==> src/design/tfb_pkg.sv <==
package tfb_pkg;

  localparam int CFG_INDEX_W = 3;
  localparam int CFG_DATA_W  = 16;

  // configuration register indexes
  localparam logic [CFG_INDEX_W-1:0] REG_MAX_NAME_LENGTH    = 3'd0;
  localparam logic [CFG_INDEX_W-1:0] REG_MAX_DATA_LENGTH    = 3'd1;
  localparam logic [CFG_INDEX_W-1:0] REG_FLOAT_TYPE_CODE    = 3'd2;
  localparam logic [CFG_INDEX_W-1:0] REG_SIGNED_TYPE_CODE   = 3'd3;
  localparam logic [CFG_INDEX_W-1:0] REG_UNSIGNED_TYPE_CODE = 3'd4;

  localparam logic [15:0] CRC_INIT         = 16'hFFFF;
  localparam logic [15:0] CRC_POLY         = 16'h1021;
  localparam logic [7:0]  SYNC_BYTE0       = 8'hA5;
  localparam logic [7:0]  SYNC_BYTE1       = 8'h5A;
  localparam logic [7:0]  FRAME_VERSION    = 8'h01;
  localparam logic [15:0] WORD_DATA_LENGTH = 16'd4;

  typedef enum logic [3:0] {
    PH_FIRST,
    PH_SYNC1,
    PH_VER,
    PH_TYPE,
    PH_SEQ,
    PH_NLEN,
    PH_DLO,
    PH_DHI,
    PH_PAY,
    PH_CRCLO,
    PH_CRCHI
  } phase_t;

  typedef struct packed {
    logic [7:0]  max_name_length;
    logic [15:0] max_data_length;
    logic [7:0]  float_type_code;
    logic [7:0]  signed_type_code;
    logic [7:0]  unsigned_type_code;
  } cfg_t;

  typedef struct packed {
    logic [7:0]  message_type;
    logic [7:0]  name_length;
    logic [15:0] data_length;
    logic [7:0]  payload_byte;
  } item_t;

  typedef struct packed {
    logic [7:0] frame_byte;
    logic       frame_end;
    logic       rejected;
  } result_t;

  // crc-16/ccitt-false, one byte, msb first
  function automatic logic [15:0] crc_feed(input logic [15:0] c, input logic [7:0] b);
    logic [15:0] v;
    v = c ^ {b, 8'h00};
    for (int i = 0; i < 8; i++) begin
      if (v[15]) begin
        v = {v[14:0], 1'b0} ^ CRC_POLY;
      end else begin
        v = {v[14:0], 1'b0};
      end
    end
    return v;
  endfunction

endpackage

==> src/design/telemetry_frame_builder_crc16_unit.sv <==
// Telemetry frame builder. Each input transaction carries one payload byte; on the
// first byte of a message the header fields are checked against the limits and
// word type codes in the configuration registers. A valid message produces the
// frame A5 5A 01 type seq name_length data_length_lo data_length_hi, then each
// payload byte as it arrives, then the CRC-16/CCITT-FALSE over everything from the
// version byte on, low byte first, with frame_end on the high byte. A bad header
// produces one transaction with rejected set and nothing else. The output emits one
// byte per cycle while out_stall is low: a payload byte in the middle of a message
// produces one frame byte, the first byte of a message produces nine (header plus
// byte), and the last payload byte is followed by the two CRC bytes. A reject gives
// one transaction. A single emit stage produces the frame bytes; in_stall is raised
// only while that stage is still busy with the previous byte's burst.
module telemetry_frame_builder_crc16_unit
  import tfb_pkg::*;
#(
  parameter logic [7:0]  NAME_LIMIT = 8'd32,
  parameter logic [15:0] DATA_LIMIT = 16'd256
) (
  input  logic                   clk,
  input  logic                   rst,
  input  logic                   cfg_write,
  input  logic [CFG_INDEX_W-1:0] cfg_index,
  input  logic [CFG_DATA_W-1:0]  cfg_data,
  input  logic                   in_valid,
  output logic                   in_stall,
  input  logic [7:0]             message_type,
  input  logic [7:0]             name_length,
  input  logic [15:0]            data_length,
  input  logic [7:0]             payload_byte,
  output logic                   out_valid,
  input  logic                   out_stall,
  output logic [7:0]             frame_byte,
  output logic                   frame_end,
  output logic                   rejected
);

  cfg_t    cfg;
  item_t   in_item;
  result_t res;
  logic    emit;
  logic    ready;

  always_ff @(posedge clk) begin
    if (rst) begin
      cfg.max_name_length    <= NAME_LIMIT;
      cfg.max_data_length    <= DATA_LIMIT;
      cfg.float_type_code    <= 8'd0;
      cfg.signed_type_code   <= 8'd1;
      cfg.unsigned_type_code <= 8'd2;
    end else if (cfg_write) begin
      case (cfg_index)
        REG_MAX_NAME_LENGTH:    cfg.max_name_length    <= cfg_data[7:0];
        REG_MAX_DATA_LENGTH:    cfg.max_data_length    <= cfg_data;
        REG_FLOAT_TYPE_CODE:    cfg.float_type_code    <= cfg_data[7:0];
        REG_SIGNED_TYPE_CODE:   cfg.signed_type_code   <= cfg_data[7:0];
        REG_UNSIGNED_TYPE_CODE: cfg.unsigned_type_code <= cfg_data[7:0];
        default: ;
      endcase
    end
  end

  assign in_item.message_type = message_type;
  assign in_item.name_length  = name_length;
  assign in_item.data_length  = data_length;
  assign in_item.payload_byte = payload_byte;

  tfb_sequencer u_seq (
    .clk      (clk),
    .rst      (rst),
    .cfg      (cfg),
    .in_valid (in_valid),
    .in_item  (in_item),
    .in_stall (in_stall),
    .ready    (ready),
    .emit     (emit),
    .res      (res)
  );

  tfb_out_stage u_out (
    .clk        (clk),
    .rst        (rst),
    .load_valid (emit),
    .load_data  (res),
    .ready      (ready),
    .out_valid  (out_valid),
    .out_stall  (out_stall),
    .frame_byte (frame_byte),
    .frame_end  (frame_end),
    .rejected   (rejected)
  );

endmodule

==> src/design/tfb_out_stage.sv <==
module tfb_out_stage
  import tfb_pkg::*;
(
  input  logic       clk,
  input  logic       rst,
  input  logic       load_valid,
  input  result_t    load_data,
  output logic       ready,
  output logic       out_valid,
  input  logic       out_stall,
  output logic [7:0] frame_byte,
  output logic       frame_end,
  output logic       rejected
);

  result_t data;

  assign ready = !out_valid || !out_stall;

  always_ff @(posedge clk) begin
    if (rst) begin
      out_valid <= 1'b0;
    end else if (ready) begin
      out_valid <= load_valid;
    end
  end

  always_ff @(posedge clk) begin
    if (load_valid && ready) begin
      data <= load_data;
    end
  end

  assign frame_byte = data.frame_byte;
  assign frame_end  = data.frame_end;
  assign rejected   = data.rejected;

endmodule

==> src/design/tfb_sequencer.sv <==
module tfb_sequencer
  import tfb_pkg::*;
(
  input  logic    clk,
  input  logic    rst,
  input  cfg_t    cfg,
  input  logic    in_valid,
  input  item_t   in_item,
  output logic    in_stall,
  input  logic    ready,
  output logic    emit,
  output result_t res
);

  logic        slot_valid;
  item_t       slot;
  phase_t      phase;
  phase_t      phase_next;
  logic [7:0]  sequence_number;
  logic [15:0] running_crc;
  logic [16:0] bytes_remaining;

  logic done;
  logic load;
  logic hdr_first;
  logic word_type;
  logic bad;
  logic feed_en;
  logic last_payload;

  assign emit      = slot_valid && ready;
  assign in_stall  = slot_valid && !(emit && done);
  assign load      = in_valid && !in_stall;
  assign hdr_first = (phase == PH_FIRST) && (bytes_remaining == 17'd0);

  assign word_type = (slot.message_type == cfg.float_type_code) ||
                     (slot.message_type == cfg.signed_type_code) ||
                     (slot.message_type == cfg.unsigned_type_code);
  assign bad = (slot.name_length == 8'd0) ||
               (slot.name_length > cfg.max_name_length) ||
               (slot.data_length > cfg.max_data_length) ||
               (word_type && (slot.data_length != WORD_DATA_LENGTH));

  assign last_payload = (bytes_remaining == 17'd1);

  // result byte of the current phase
  always_comb begin
    res     = '0;
    feed_en = 1'b0;
    case (phase)
      PH_FIRST: begin
        if (hdr_first) begin
          if (bad) begin
            res.rejected = 1'b1;
          end else begin
            res.frame_byte = SYNC_BYTE0;
          end
        end else begin
          res.frame_byte = slot.payload_byte;
          feed_en        = 1'b1;
        end
      end
      PH_SYNC1: res.frame_byte = SYNC_BYTE1;
      PH_VER: begin
        res.frame_byte = FRAME_VERSION;
        feed_en        = 1'b1;
      end
      PH_TYPE: begin
        res.frame_byte = slot.message_type;
        feed_en        = 1'b1;
      end
      PH_SEQ: begin
        res.frame_byte = sequence_number;
        feed_en        = 1'b1;
      end
      PH_NLEN: begin
        res.frame_byte = slot.name_length;
        feed_en        = 1'b1;
      end
      PH_DLO: begin
        res.frame_byte = slot.data_length[7:0];
        feed_en        = 1'b1;
      end
      PH_DHI: begin
        res.frame_byte = slot.data_length[15:8];
        feed_en        = 1'b1;
      end
      PH_PAY: begin
        res.frame_byte = slot.payload_byte;
        feed_en        = 1'b1;
      end
      PH_CRCLO: res.frame_byte = running_crc[7:0];
      PH_CRCHI: begin
        res.frame_byte = running_crc[15:8];
        res.frame_end  = 1'b1;
      end
      default: res = '0;
    endcase
  end

  // next phase; done frees the slot for the next transaction
  always_comb begin
    phase_next = PH_FIRST;
    done       = 1'b0;
    case (phase)
      PH_FIRST: begin
        if (hdr_first) begin
          if (bad) begin
            done = 1'b1;
          end else begin
            phase_next = PH_SYNC1;
          end
        end else if (last_payload) begin
          phase_next = PH_CRCLO;
        end else begin
          done = 1'b1;
        end
      end
      PH_SYNC1: phase_next = PH_VER;
      PH_VER:   phase_next = PH_TYPE;
      PH_TYPE:  phase_next = PH_SEQ;
      PH_SEQ:   phase_next = PH_NLEN;
      PH_NLEN:  phase_next = PH_DLO;
      PH_DLO:   phase_next = PH_DHI;
      PH_DHI:   phase_next = PH_PAY;
      PH_PAY: begin
        if (last_payload) begin
          phase_next = PH_CRCLO;
        end else begin
          done = 1'b1;
        end
      end
      PH_CRCLO: phase_next = PH_CRCHI;
      PH_CRCHI: done = 1'b1;
      default:  done = 1'b1;
    endcase
  end

  always_ff @(posedge clk) begin
    if (load) begin
      slot <= in_item;
    end
  end

  always_ff @(posedge clk) begin
    if (rst) begin
      slot_valid      <= 1'b0;
      phase           <= PH_FIRST;
      sequence_number <= 8'd0;
      running_crc     <= CRC_INIT;
      bytes_remaining <= 17'd0;
    end else begin
      if (load) begin
        slot_valid <= 1'b1;
      end else if (emit && done) begin
        slot_valid <= 1'b0;
      end
      if (emit) begin
        phase <= phase_next;
        if (hdr_first) begin
          if (!bad) begin
            running_crc     <= CRC_INIT;
            bytes_remaining <= {9'd0, slot.name_length} + {1'b0, slot.data_length};
          end
        end else if (feed_en) begin
          running_crc <= crc_feed(running_crc, res.frame_byte);
        end else if (phase == PH_CRCHI) begin
          running_crc <= CRC_INIT;
        end
        if (phase == PH_SEQ) begin
          sequence_number <= sequence_number + 8'd1;
        end
        if (phase == PH_PAY || (phase == PH_FIRST && !hdr_first)) begin
          bytes_remaining <= bytes_remaining - 17'd1;
        end
      end
    end
  end

  a_reject_frees_slot: assert property (@(posedge clk) disable iff (rst)
    emit && res.rejected |-> done && !res.frame_end)
    else $error("reject did not close the transaction");

  a_crc_pair: assert property (@(posedge clk) disable iff (rst)
    emit && phase == PH_CRCLO |=> slot_valid && phase == PH_CRCHI)
    else $error("crc low byte not followed by crc high byte");

  a_payload_pending: assert property (@(posedge clk) disable iff (rst)
    slot_valid && phase == PH_PAY |-> bytes_remaining != 17'd0)
    else $error("payload phase with no bytes remaining");

  a_seq_step: assert property (@(posedge clk) disable iff (rst)
    emit && phase == PH_SEQ |=> sequence_number == $past(sequence_number) + 8'd1)
    else $error("sequence number did not step");

endmodule
==> config.mk <==
export PLATFORM = sky130hd
export DESIGN_NAME = telemetry_frame_builder_crc16_unit
export DESIGN_NICKNAME = d
export VERILOG_FILES = /design/src/design/tfb_pkg.sv /design/src/design/telemetry_frame_builder_crc16_unit.sv /design/src/design/tfb_out_stage.sv /design/src/design/tfb_sequencer.sv
export SDC_FILE = /design/constraint.sdc
export NUM_CORES = 1
export LEC_CHECK = 0
export ABC_AREA = 1
export BUFFER_PORTS_ARGS = -buffer_cell sky130_fd_sc_hd__buf_2
export CORE_MARGIN = 2
export CORE_UTILIZATION = 60
export DETAILED_ROUTE_END_ITERATION = 12
export GPL_TIMING_DRIVEN = 0
export PLACE_DENSITY = 0.78
export REMOVE_ABC_BUFFERS = 1
export SYNTH_ARGS = -nofsm -noshare
export SYNTH_HDL_FRONTEND = slang
export SYNTH_HIERARCHICAL = 1
export SYNTH_SLANG_ARGS = --single-unit
export TNS_END_PERCENT = 20
==> constraint.sdc <==
create_clock -name clk -period 4.2 [get_ports clk]
set_input_delay 0.21 -clock clk [delete_from_list [all_inputs] [get_ports clk]]
set_output_delay 0.21 -clock clk [all_outputs]
set_load 0.01 [all_outputs]
==> out/qor.csv <==
metric;value;unit
yosysSeqAreaShare;40.1;%
endpoint_kind;register;
async_flop_share;0;%
ant_nets;0;
drive_gt1_share;13.1;%
io_buffers;75;
p_leak;4.46;nW
cts.sinks;145;
initial_core_util;61.3;%
critical_path_peak_fanout;22;
coreArea;13800;um2
rows;43;
track_usage;30.3;%
clk_latency;440;ps
worstHoldStart;cfg_data[1];
postCtsResizedCells;0;
drv_cap;0;
cp.required;4340;ps
status;finished, final reports clean;
die-area;15100;um2
crit_type;register to register;
drt-initial-drc-count;773;
hold_violations;0;
post_cts_buffers;0;
dieHeight;123;um
mostFrequentLayoutCell;nand2_1;
post_drt_wl_per_cell;15.3;um
cts.root.buffer_cell;clkbuf_16;
hold_class;primary input to register;
dp_hpwl;15200;um
worst_pin_slew;999;ps
slew_viol_final;0;
rsz0062_at_grt;no;
grt-ovfl-total;0;
synth_edf_count;50;
cp_data_arrival_time;3590;ps
htreeDepth;4;
grt_max_degree;49;
vias;8090;
ys_warn_count;6;
mostFrequentLayoutCells;nand2_1, nor2_1, inv_1;
synth_ff_type;dfxtp_1;
fill_cells;1092;
whs;8.94;ps
clk_pin_slew_worst_paths;60;ps
grt_pass1_vias;7323;
ios;76;
antennaDiodeCount;0;
antenna_found_initial;0;
syn_avg_cell_area;7.39;um2
totalPowerFinal;5.87;mW
die_width;123;um
final_nets;1357;
relSlewSlack;33.1;%
route.detailed.drc;0;
setup.worst_path.start_class;register;
syn_area;8480;um2
cts_tree;yes;
cp_slowest_stage_delay;610;ps
via_per_inst;5.58;
timing.fmax;0.290;GHz
fin_crit;3450;ps
cts_buffers;17;
area_delta_synth_final;18.2;%
ys_ff_latch;145;
synthCells;1148;
drtPass1Iterations;6;
rr_startpoint;u_seq/phase[3]$_SDFFE_PP0P_;
setup_viol;0;
critPathLaunch;u_seq/phase[3]$_SDFFE_PP0P_;
grt_pass1_wl;35100;um
powerDensity;586;nW/um2
hold_buffers;42;
path_cells;inv_2 -> nor2_1 -> nand2_1 -> nand2_2 -> inv_2 -> nor2_1 -> o31ai_1 -> nand2_1 -> inv_1 -> nor2_4 -> buf_16;
cts_buffer_depth;2;
irDropWorstVdd;391;uV
crit_slowest_cell;nor2_1;
fin_skew;9.58;ps
fin_crit_sh;82.1;%
gp_congestion;0.913;
wl;22300;um
yosysUniqueCellTypes;47;
==> final cells by class <==
type                    instances  area [um2]  share of cell area [%]
well taps                     180         225                    2.25
clock buffers                  22         508                    5.07
flip-flops and latches        145        3400                    34.0
multi-input cells             831        4380                    43.7
inverters                     142         533                    5.32
clock inverters                10        95.1                   0.949
repair buffers                120         871                    8.69
==> critical path, delay by kind of cell, from the launching register on <==
| family | cells | cell delay [ps] |
|---|---|---|
| DFF | 1 | 370 |
| and+or+nand+nor | 6 | 2000 |
| AOI/OAI and AO/OA | 1 | 90 |
| buffers and inverters | 4 | 660 |
==> registers in the layout, indices dropped and copies added (netlist names) <==
signal / count
cfg: 48
u_out/out_valid: 1
u_seq/sequence_number: 8
u_out/frame_end: 1
u_out/rejected: 1
u_seq/running_crc: 16
u_out/frame_byte: 8
u_seq/bytes_remaining: 17
u_seq/slot: 40
u_seq/phase: 4
u_seq/slot_valid: 1
==> metal layers <==
| layer | global-route usage, % | vias up | wire length [um] |
|---|---|---|---|
| met5 | 0 | - | 0 |
| met4 | 13.7 | 0 | 771 |
| met3 | 5.90 | 75 | 1700 |
| met2 | 49.7 | 381 | 10600 |
| met1 | 38.6 | 3636 | 9220 |
| li1 | - | 3998 | - |
==> logic make-up after synthesis <==
group / after synthesis / share of synthesized area [%]
AND/OR/NAND/NOR: 580 / 30.6
flip-flops: 145 / 40.1
adder cells (fa/ha/maj): 36 / 5.40
AO/OA/AOI/OAI: 174 / 11.3
XOR/XNOR: 41 / 4.24
buffers and inverters: 172 / 8.28
==> report_power, final <==
part	leakage (nW)	switching, mW	internal, mW
combinational	2.91	1.54	0.841
sequential	1.26	0.238	1.71
clock	0.289	0.618	0.923
total	4.46	2.40	3.48
==> path summary, 6_finish.rpt <==
check | cells after the start | slack, ps | endpoint
worst max-delay path | 11 | 750 | u_seq/slot[9]$_DFFE_PP_
worst min-delay path | 3 | 9 | cfg[1]$_SDFFE_PP1P_
worst max register to register | 11 | 750 | u_seq/slot[9]$_DFFE_PP_
worst min register to register | 1 | 460 | u_seq/sequence_number[7]$_SDFFE_PP0P_
==> per-stage QoR <==
| step | worst slack (ps) | area, um2 | setup TNS, ps | std cells | utilization [%] |
|---|---|---|---|---|---|
| after global placement | -1150 | 8910 | -46040 | 1373 | 64.4 |
| after global routing | 480 | 10000 | 0 | 1450 | 72.5 |
| final | 750 | 10000 | 0 | 1450 | 72.5 |
| after floorplan | 257 | 8310 | 0 | 1118 | - |
| after CTS | 767 | 10000 | 0 | 1449 | 72.3 |
| after detailed placement | 780 | 8970 | 0 | 1375 | 64.9 |
==> synth_stat cells, types with 5 or more instances <==
library cell / n / area share, %
o22ai_1: 8 / 0.59
xnor2_1: 31 / 3.2
nand2_1: 241 / 11
inv_2: 17 / 0.75
buf_4: 7 / 0.62
clkbuf_1: 9 / 0.40
nor2_1: 152 / 6.7
nor2_4: 7 / 0.93
nand4_1: 15 / 1.1
dfxtp_1: 95 / 22
ha_1: 35 / 5.2
o21ai_1: 14 / 0.83
inv_1: 125 / 5.5
a21oi_1: 74 / 4.4
nor3_1: 8 / 0.47
nand3_1: 123 / 7.3
xor2_1: 10 / 1.0
buf_2: 12 / 0.71
o21ai_0: 52 / 3.1
nor2_2: 6 / 0.44
a31oi_1: 5 / 0.37
nand2_2: 9 / 0.66
edfxtp_1: 50 / 18
Note: power is estimated with default switching activity, not from simulation.
